### config.mk
export PLATFORM = sky130hd
export DESIGN_NAME = hsv_to_rgb_converter
export DESIGN_NICKNAME = d
export VERILOG_FILES = /design/src/design/hsvrgb_pkg.sv /design/src/design/hsvrgb_chan.sv /design/src/design/hsv_to_rgb_converter.sv
export SDC_FILE = /design/constraint.sdc
export NUM_CORES = 2
export LEC_CHECK = 0
export ABC_CLOCK_PERIOD_IN_PS = 12370
export BUFFER_PORTS_ARGS = -buffer_cell sky130_fd_sc_hd__buf_4
export CAP_MARGIN = 20
export CORE_ASPECT_RATIO = 1.4
export CORE_MARGIN = 2
export CORE_UTILIZATION = 45
export CTS_BUF_LIST = sky130_fd_sc_hd__clkbuf_4 sky130_fd_sc_hd__clkbuf_8
export DETAILED_ROUTE_END_ITERATION = 8
export GPL_TIMING_DRIVEN = 0
export PLACE_DENSITY = 0.66
export SLEW_MARGIN = 15
export SYNTH_ARGS = -nofsm -noshare
export SYNTH_HDL_FRONTEND = slang
export SYNTH_SLANG_ARGS = --single-unit
### constraint.sdc
create_clock -name clk -period 12.37 [get_ports clk]
set_input_delay 0.6185 -clock clk [delete_from_list [all_inputs] [get_ports clk]]
set_output_delay 0.6185 -clock clk [all_outputs]
set_load 0.01 [all_outputs]
### src/design/hsvrgb_pkg.sv
// Shared types and constants for the HSV to RGB converter.
package hsvrgb_pkg;

  typedef struct packed {
    logic [14:0] hue;
    logic [7:0]  saturation;
    logic [7:0]  brightness;
  } hsv_word_t;

  typedef struct packed {
    logic [7:0] red;
    logic [7:0] green;
    logic [7:0] blue;
  } rgb_word_t;

  // Stage load enables for the per-channel scaling pipe.
  typedef struct packed {
    logic s3;
    logic s4;
    logic s5;
  } adv_t;

  localparam logic [14:0] HUE_FULL     = 15'd23040;
  localparam logic [11:0] SECTOR_STEPS = 12'd3840;
  localparam logic [7:0]  FRAC_ONE     = 8'd255;
  localparam logic [9:0]  CHAN_MAX     = 10'd255;

  // Sector numbers (60 degree slices of the hue circle).
  localparam logic [2:0] SEC_RED_YEL  = 3'd0;
  localparam logic [2:0] SEC_YEL_GRN  = 3'd1;
  localparam logic [2:0] SEC_GRN_CYN  = 3'd2;
  localparam logic [2:0] SEC_CYN_BLU  = 3'd3;
  localparam logic [2:0] SEC_BLU_MAG  = 3'd4;
  localparam logic [2:0] SEC_MAG_RED  = 3'd5;

  // Channel divisor 255*3840 and its scaled reciprocal.
  localparam int unsigned    DIV_VAL     = 979200;
  localparam int unsigned    RECIP_SHIFT = 48;
  localparam logic [28:0]    DIVISOR     = 29'(DIV_VAL);
  localparam longint unsigned RECIP_VAL  = (64'd1 << RECIP_SHIFT) / DIV_VAL;
  localparam logic [28:0]    RECIP       = 29'(RECIP_VAL);

endpackage

### src/design/hsvrgb_chan.sv
// One color channel: scale by brightness, then divide by 255*3840 rounding up.
module hsvrgb_chan
  import hsvrgb_pkg::*;
(
  input  logic        clk,
  input  adv_t        adv,
  input  logic [7:0]  brightness,
  input  logic [19:0] mix,
  output logic [7:0]  level
);

  logic [27:0] num3;
  logic [27:0] num4;
  logic [8:0]  qest4;
  logic [56:0] scaled;
  logic [28:0] back;
  logic [28:0] rem0;
  logic [28:0] rem1;
  logic [9:0]  q1;
  logic [9:0]  q2;

  // Reciprocal estimate is the true floor or one below it.
  assign scaled = 57'(num3) * 57'(RECIP);

  always_comb begin
    back = 29'(qest4) * DIVISOR;
    rem0 = 29'(num4) - back;
    if (rem0 >= DIVISOR) begin
      q1   = 10'(qest4) + 10'd1;
      rem1 = rem0 - DIVISOR;
    end else begin
      q1   = 10'(qest4);
      rem1 = rem0;
    end
    q2 = q1 + ((rem1 != 29'd0) ? 10'd1 : 10'd0);
  end

  always_ff @(posedge clk) begin
    if (adv.s3) begin
      num3 <= 28'(brightness) * 28'(mix);
    end
    if (adv.s4) begin
      num4  <= num3;
      qest4 <= scaled[56:48];
    end
    if (adv.s5) begin
      level <= (q2 > CHAN_MAX) ? 8'hFF : q2[7:0];
    end
  end

endmodule

### src/design/hsv_to_rgb_converter.sv
// Top level of the HSV to RGB pixel converter.
//
// Input channel hsv/hsv_valid/hsv_ready carries one HSV word per pixel:
// hue in 1/64 degree (values of 360 degrees or more wrap once), saturation
// and brightness as 8-bit fractions. Output channel rgb/rgb_valid/rgb_ready
// carries one RGB word of 8-bit channels per accepted input word, in order.
// Each word is accepted when valid and ready are both high at a clock edge.
//
// Five register stages: hue reduction and sector pick, chroma mix weights,
// brightness multiply, reciprocal multiply, remainder correction with
// round-up. rgb_valid rises when the word is loaded into the output stage.
// Throughput is one word per clock while rgb_ready stays high.
//
// Each stage keeps its own valid bit; a stage loads whenever it is empty or
// the stage after it moves. When the receiver holds rgb_ready low the pipe
// fills bubbles first, then hsv_ready drops; nothing is lost or repeated.
// Synchronous reset empties all stages; data registers are not reset.
module hsv_to_rgb_converter
  import hsvrgb_pkg::*;
(
  input  logic      clk,
  input  logic      rst,
  input  hsv_word_t hsv,
  input  logic      hsv_valid,
  output logic      hsv_ready,
  output rgb_word_t rgb,
  output logic      rgb_valid,
  input  logic      rgb_ready
);

  logic [4:0] vld;   // stage valid bits, vld[4] is the output stage
  logic [4:0] adv;   // stage load enables
  adv_t       chan_adv;

  // Stage 1 registers
  logic [2:0]  sector1;
  logic [11:0] tpos1;
  logic [7:0]  sat1;
  logic [7:0]  val1;
  // Stage 2 registers
  logic [19:0] mix_r2;
  logic [19:0] mix_g2;
  logic [19:0] mix_b2;
  logic [7:0]  val2;

  // Stage 1 logic
  logic [14:0] hue_w;
  logic [2:0]  sector_n;
  logic [14:0] base;
  logic [14:0] fpos;
  logic [11:0] tpos_n;
  // Stage 2 logic
  logic [11:0] w_r;
  logic [11:0] w_g;
  logic [11:0] w_b;
  logic [19:0] gray;

  // Load-enable chain from the output back to the input.
  always_comb begin
    adv[4] = !vld[4] || rgb_ready;
    adv[3] = !vld[3] || adv[4];
    adv[2] = !vld[2] || adv[3];
    adv[1] = !vld[1] || adv[2];
    adv[0] = !vld[0] || adv[1];
  end

  assign hsv_ready   = adv[0];
  assign rgb_valid   = vld[4];
  assign chan_adv.s3 = adv[2];
  assign chan_adv.s4 = adv[3];
  assign chan_adv.s5 = adv[4];

  always_ff @(posedge clk) begin
    if (rst) begin
      vld <= 5'd0;
    end else begin
      if (adv[0]) vld[0] <= hsv_valid;
      if (adv[1]) vld[1] <= vld[0];
      if (adv[2]) vld[2] <= vld[1];
      if (adv[3]) vld[3] <= vld[2];
      if (adv[4]) vld[4] <= vld[3];
    end
  end

  // Stage 1: wrap hue, find the sector and the position within it.
  always_comb begin
    hue_w = (hsv.hue >= HUE_FULL) ? (hsv.hue - HUE_FULL) : hsv.hue;
    if (hue_w >= 15'd19200)      sector_n = SEC_MAG_RED;
    else if (hue_w >= 15'd15360) sector_n = SEC_BLU_MAG;
    else if (hue_w >= 15'd11520) sector_n = SEC_CYN_BLU;
    else if (hue_w >= 15'd7680)  sector_n = SEC_GRN_CYN;
    else if (hue_w >= 15'd3840)  sector_n = SEC_YEL_GRN;
    else                         sector_n = SEC_RED_YEL;
    base   = 15'(sector_n) * 15'(SECTOR_STEPS);
    fpos   = hue_w - base;
    // Odd sectors run downhill.
    tpos_n = sector_n[0] ? (SECTOR_STEPS - fpos[11:0]) : fpos[11:0];
  end

  always_ff @(posedge clk) begin
    if (adv[0]) begin
      sector1 <= sector_n;
      tpos1   <= tpos_n;
      sat1    <= hsv.saturation;
      val1    <= hsv.brightness;
    end
  end

  // Stage 2: route chroma / ramp / zero, then sat*w + (1-sat) share.
  always_comb begin
    unique case (sector1)
      SEC_RED_YEL: begin w_r = SECTOR_STEPS; w_g = tpos1;        w_b = 12'd0;        end
      SEC_YEL_GRN: begin w_r = tpos1;        w_g = SECTOR_STEPS; w_b = 12'd0;        end
      SEC_GRN_CYN: begin w_r = 12'd0;        w_g = SECTOR_STEPS; w_b = tpos1;        end
      SEC_CYN_BLU: begin w_r = 12'd0;        w_g = tpos1;        w_b = SECTOR_STEPS; end
      SEC_BLU_MAG: begin w_r = tpos1;        w_g = 12'd0;        w_b = SECTOR_STEPS; end
      default:     begin w_r = SECTOR_STEPS; w_g = 12'd0;        w_b = tpos1;        end
    endcase
    gray = 20'(FRAC_ONE - sat1) * 20'(SECTOR_STEPS);
  end

  always_ff @(posedge clk) begin
    if (adv[1]) begin
      mix_r2 <= 20'(sat1) * 20'(w_r) + gray;
      mix_g2 <= 20'(sat1) * 20'(w_g) + gray;
      mix_b2 <= 20'(sat1) * 20'(w_b) + gray;
      val2   <= val1;
    end
  end

  // Stages 3 to 5, one lane per channel.
  hsvrgb_chan u_red (
    .clk        (clk),
    .adv        (chan_adv),
    .brightness (val2),
    .mix        (mix_r2),
    .level      (rgb.red)
  );

  hsvrgb_chan u_green (
    .clk        (clk),
    .adv        (chan_adv),
    .brightness (val2),
    .mix        (mix_g2),
    .level      (rgb.green)
  );

  hsvrgb_chan u_blue (
    .clk        (clk),
    .adv        (chan_adv),
    .brightness (val2),
    .mix        (mix_b2),
    .level      (rgb.blue)
  );

endmodule

Word level (Yosys, flattened, before mapping)
Index checks and enable logic that the tools add are counted.

word-level totals
  bits of input ports = 35
  register bits after elaboration = 323

cells by class
  $lt $le $gt $ge = 12
  equality and inequality tests = 4
  reductions and logical operators = 20
  multipliers = 14
  muxes and demuxes = 19
  $add $sub $neg = 19

operators by type and width
  kind                    number
  $mul 28x27->55 const B  3
  $ge 29x20->1 const B    3
  $mux 29                 3
  $reduce_bool 29->1      3
  $sub 28x29->29          3
  $sub 29x20->29 const B  3
  $mul 8x20->28           3
  $pmux 12 s2             3
  $mul 9x12->21 const B   3
  $add 20x20->20          3
  $mul 8x12->20           3
  $add 10x10->10          3
  $add 9x1->10 const B    3
  $ge 15x14->1 const B    2
  $ge 15x15->1 const B    2
  $gt 10x8->1 const B     3
  $mux 10                 3
  $mul 20x4->12 const B   1
  $ge 15x12->1 const B    1
  $ge 15x13->1 const B    1
  $mux 15                 1
  $sub 15x15->15 const B  1
  $mux 12                 1
  $reduce_or 2->1         6
  13 further kinds        27

Longest topological paths before layout
  depth in word-level cells = 12
  depth in mapped cells = 41
  gate-level depth less buffers = 39

By module
From an unflattened synthesis, not the netlist that was laid out.

second synthesis, totals
  cell total of the unflattened synthesis = 7834
  area, all modules = 75303.5 um^2

by module, submodules not included
  module                 instances  cells an instance  area an instance (um^2)
  hsvrgb_chan (u_green)  1          2114               20158.1
  hsvrgb_chan (u_red)    1          2090               20095.5
  hsvrgb_chan (u_blue)   1          2055               19900.3
  hsv_to_rgb_converter   1          1575               15149.5

Least setup slack after synthesis
No wires, ideal clock.

  path type = register to register
  start point = register u_blue.qest4[2]
  end point = register u_blue.level[4], data pin
  arrival = 8.276 ns
  data required time = 12.101 ns
  buffers on the path = 2
  clock period less this slack = 8.545 ns
  setup slack = 3.825 ns
  stages on the path, launching flop included = 37
  path through = edfxtp_1 -> clkbuf_1 -> inv_1 -> fa_1 -> inv_1 -> ha_1 -> ha_1 -> fa_1 -> ha_1 -> a21o_1 -> a21oi_1 -> o21bai_1 -> a21oi_1 -> o21bai_1 -> a21oi_1 -> xnor2_1 -> ha_1 -> and3_1 -> nand2_1 -> or2_2 -> a31oi_1 -> o21ai_0 -> a2111o_1 -> or4b_4 -> nor4b_4 -> buf_6 -> mux2i_1 -> a21oi_1 -> o32ai_1 -> o2111ai_1 -> a211o_1 -> ha_1 -> ha_1 -> o221ai_1 -> nor3_2 -> mux2i_2 -> o21ai_2

on the way
  cells in the longest elaborated chain, start to end = 8
  elaborated cells on any way between the ends = 11
  classes of those cells = add/sub: 4; mul: 1; order compare: 2; mux: 3; reduce/logical: 1

ends and longest elaborated chain
  item                                            line                                  source
  start: declaration                              hsvrgb_chan.sv:14                     logic [8:0] qest4;
  start signal: assignment                        hsvrgb_chan.sv:44                     qest4 <= scaled[56:48];
  $mul 9x12->21                                   hsvrgb_chan.sv:26                     back = 29'(qest4) * DIVISOR;
  $sub 28x29->29                                  hsvrgb_chan.sv:27                     rem0 = 29'(num4) - back;
  $sub 29x20->29 or $ge 29x20->1 (tied branches)  hsvrgb_chan.sv:30, hsvrgb_chan.sv:28
  $mux 29                                         hsvrgb_chan.sv:28                     if (rem0 >= DIVISOR) begin
  $reduce_bool 29->1                              hsvrgb_chan.sv:35                     q2 = q1 + ((rem1 != 29'd0) ? 10'd1 : 10'd0);
  $mux 1                                          hsvrgb_chan.sv:35
  $add 10x10->10 (*)                              hsvrgb_chan.sv:35
  $gt 10x8->1                                     hsvrgb_chan.sv:47                     level <= (q2 > CHAN_MAX) ? 8'hFF : q2[7:0];
  end signal: assignment                          hsvrgb_chan.sv:47
  end: declaration                                hsvrgb_chan.sv:9                      output logic [7:0] level

Mark *: on every way between the ends. The rest lies on a longest branch, timed or not.
A chain may end at the register's enable or synchronous reset.

Worst setup path in the final report
  start point = register u_blue.qest4[2]
  end point = register u_blue.level[0], data pin

Same word-level chain as after synthesis.

==> reports/metrics.yaml <==
worst_hold_path:
  worstHoldPathType: "in2reg"
  holdCritStartpoint: "rst"
cts:
  h-tree-depth: 2
  post_cts_buffers: 0
  cts.sinks: 323
  cts_tree: "done"
  cts_buffers: 58
  clkSlewWorstSetupHoldPaths_ns: 0.06
  clockRootBuffer: "clkbuf_8"
  clk_path_buf_depth: 3
  clk_latency_ns: 0.78
synthesis:
  synth_edf_count: 318
  syn_avg_cell_area_sq_um: 9.64
  synth_common_cells: "2046 x inv_1, 1332 x ha_1, 1182 x fa_1, 457 x nand2_1, 318 x edfxtp_1"
  yosys_warnings: 0
  syn_nets: 10200
  synth.area.top_cells: "fa_1 32%, ha_1 22%, edfxtp_1 13%"
  synthCells: 7687
  yosysTopAreaCell: "fa_1"
  yosysSeqAreaShare_pct: 13.0
  yosysMostFrequentCell: "inv_1"
  ys.flop_type: "edfxtp_1"
  ys_types: 100
  ys_async_sr_fraction_pct: 0
  synth_top_area_share_pct: 31.9
  ys_seq_elements: 323
  syn_area_sq_um: 74100
critical_path:
  endpoint_kind: "flip-flop"
  r2r_start: "u_blue.qest4[2]"
  r2r_end: "u_blue.level[0]"
  critPathLaunchType: "flip-flop"
  crit_end: "u_blue.level[0]"
  slowest_stage: "nor4b_4"
  cp_data_arrival_time_ns: 10.56
  critPathMaxStageDelay_ns: 0.65
  ff2ff_path_depth: 32
  ff2ff_setup_slack_ns: 2.30
  path_common_cell: "ha_1"
  critPathKind: "reg2reg"
  cp.required_ns: 12.86
  crit_start: "u_blue.qest4[2]"
  crit_fanout: 10
layout:
  n_fill_cell: 15400
  multi_input_area_sq_um: 56200
  instances_no_fill: 10000
  final-seq-area_sq_um: 9650
  nets: 10400
  drive_gt1_share_pct: 2.92
  area_growth_pct: 6.35
floorplanning:
  rows: 176
  dieArea_sq_um: 168000
  die_h_microns: 484
  pin_count: 61
  start_util_pct: 45.2
  die_w_microns: 347
  fp.coreArea_sq_um: 164000
run:
  cap_violations: 0
route:
  postRouteAntennaNets: 0
  routed_wl_mm: 175
  wl_per_cell_microns: 17.5
  via_per_inst: 5.21
  drcViolationCount: 0
  drt_iter0_markers: 2107
  routed-via-count: 52200
  dr.pass1.iters: 8
placement:
  io_buffers: 59
  dpl_worst_slack_ns: 2.32
  place_inst: 9886
  globalplace.congestion: 0.948
  dp_hpwl_mm: 150
global_routing:
  grt_usage_pct: 21.4
  grt_pass1_wl_mm: 288
  grt_pass1_vias: 56900
  grt_overflow: 0
  grt_max_degree: 64
  antenna_found_initial: 1
timing:
  rsz0062_at_grt: "no"
  maxSlewViolCount: 0
  fin_crit_sh_pct: 81.4
  layout_setup_ws_ns: 2.30
  tightest_slew_ns: 1.12
  skew_ns: 0.0341
  fin_crit_ns: 10.07
  hold_viol: 0
  slew_headroom_pct: 24.7
  setup_violations: 0
  fin_tns_setup_ns: 0
  whs_ns: 0.154
  fmax_mhz: 99.3
outcome:
  status: "finished clean"
## timing repair
item	4_1_cts	5_1_grt
hold buffers	17	0
hold endpoints to repair	17	0
gates resized for setup	0	0
## layer usage
layer	vias up	part of all wire (%)	GRT usage, %
li1	24700	-	-
met5	-	0	0
met2	1087	53	40.3
met4	0	5.8	10.8
met1	26000	38	23.8
met3	471	3.2	2.06
## per-stage QoR
stage | utilization, % | area (sq um)
floorplan | - | 74100
global placement | 47.1 | 77200
detailed placement | 47.2 | 77300
CTS | 48.1 | 78800
global route | 48.1 | 78800
finish | 48.1 | 78800
## layout make-up
cell class                      count  share of cell area [%]
Buffer                            140                   0.694
Tap cell                         2136                    3.39
Inverter                         2047                    9.75
Clock buffer                       65                    1.08
Timing Repair Buffer               81                   0.940
Multi-Input combinational cell   5177                    71.4
Antenna cell                        1                 0.00318
Clock inverter                     44                   0.526
Sequential cell                   323                    12.2
## how the worst min path moves through the flow
stage          endpoint  slack, ns  depth (start not counted)
6_report         vld[4]       0.15                          2
5_1_grt          vld[3]       0.09                          2
4_1_cts          vld[3]       0.04                          2
3_5_place_dp    val2[1]       0.42                          0
3_3_place_gp    val2[1]       0.41                          0
2_1_floorplan   val2[0]       0.40                          0
## kinds of logic after synthesis
group | Yosys count | share of synthesized area [%]
xor gates and xnor gates | 270 | 3.19
and+or+nand+nor | 1577 | 10.9
buffers and inverters | 2187 | 11.1
AOI/OAI and AO/OA | 797 | 7.05
adders and majority gates | 2515 | 54.4
DFF | 323 | 13.0
muxes | 18 | 0.267
## critical path: cells and delay by family (launching register included)
| kind | cells | cell delay, ns |
|---|---|---|
| AO/OA/AOI/OAI | 11 | 2.88 |
| adder cells (fa/ha/maj) | 9 | 3.01 |
| buffers and inverters | 5 | 1.12 |
| flip-flops | 1 | 0.54 |
| multiplexers | 2 | 0.62 |
| AND/OR/NAND/NOR | 5 | 1.63 |
## cell usage in the layout, fill, tap and decap left out, types with 58 or more instances in the layout
cell type / count
o21ai_0: 149
clkbuf_8: 58
clkbuf_1: 125
buf_4: 59
edfxtp_1: 318
and3_1: 111
a21o_1: 89
xnor2_1: 177
nor2_1: 225
nor3_1: 82
ha_1: 1332
xor2_1: 93
a21oi_1: 240
inv_1: 2045
nand2_1: 455
fa_1: 1182
nand3_1: 116
and2_1: 316
## sequential cells by signal (all words and copies together) (netlist names), 5 cells and up
name / cells
mix_b2: 20
mix_g2: 20
mix_r2: 20
sat1: 8
tpos1: 12
u_blue.level: 8
u_blue.num3: 28
u_blue.num4: 28
u_blue.qest4: 9
u_green.level: 8
u_green.num3: 28
u_green.num4: 28
u_green.qest4: 9
u_red.level: 8
u_red.num3: 28
u_red.num4: 28
u_red.qest4: 9
val1: 8
val2: 8
vld: 5
Power is not shown: default switching activity piles up to over one toggle a cycle in this logic, so the estimate is an artifact.
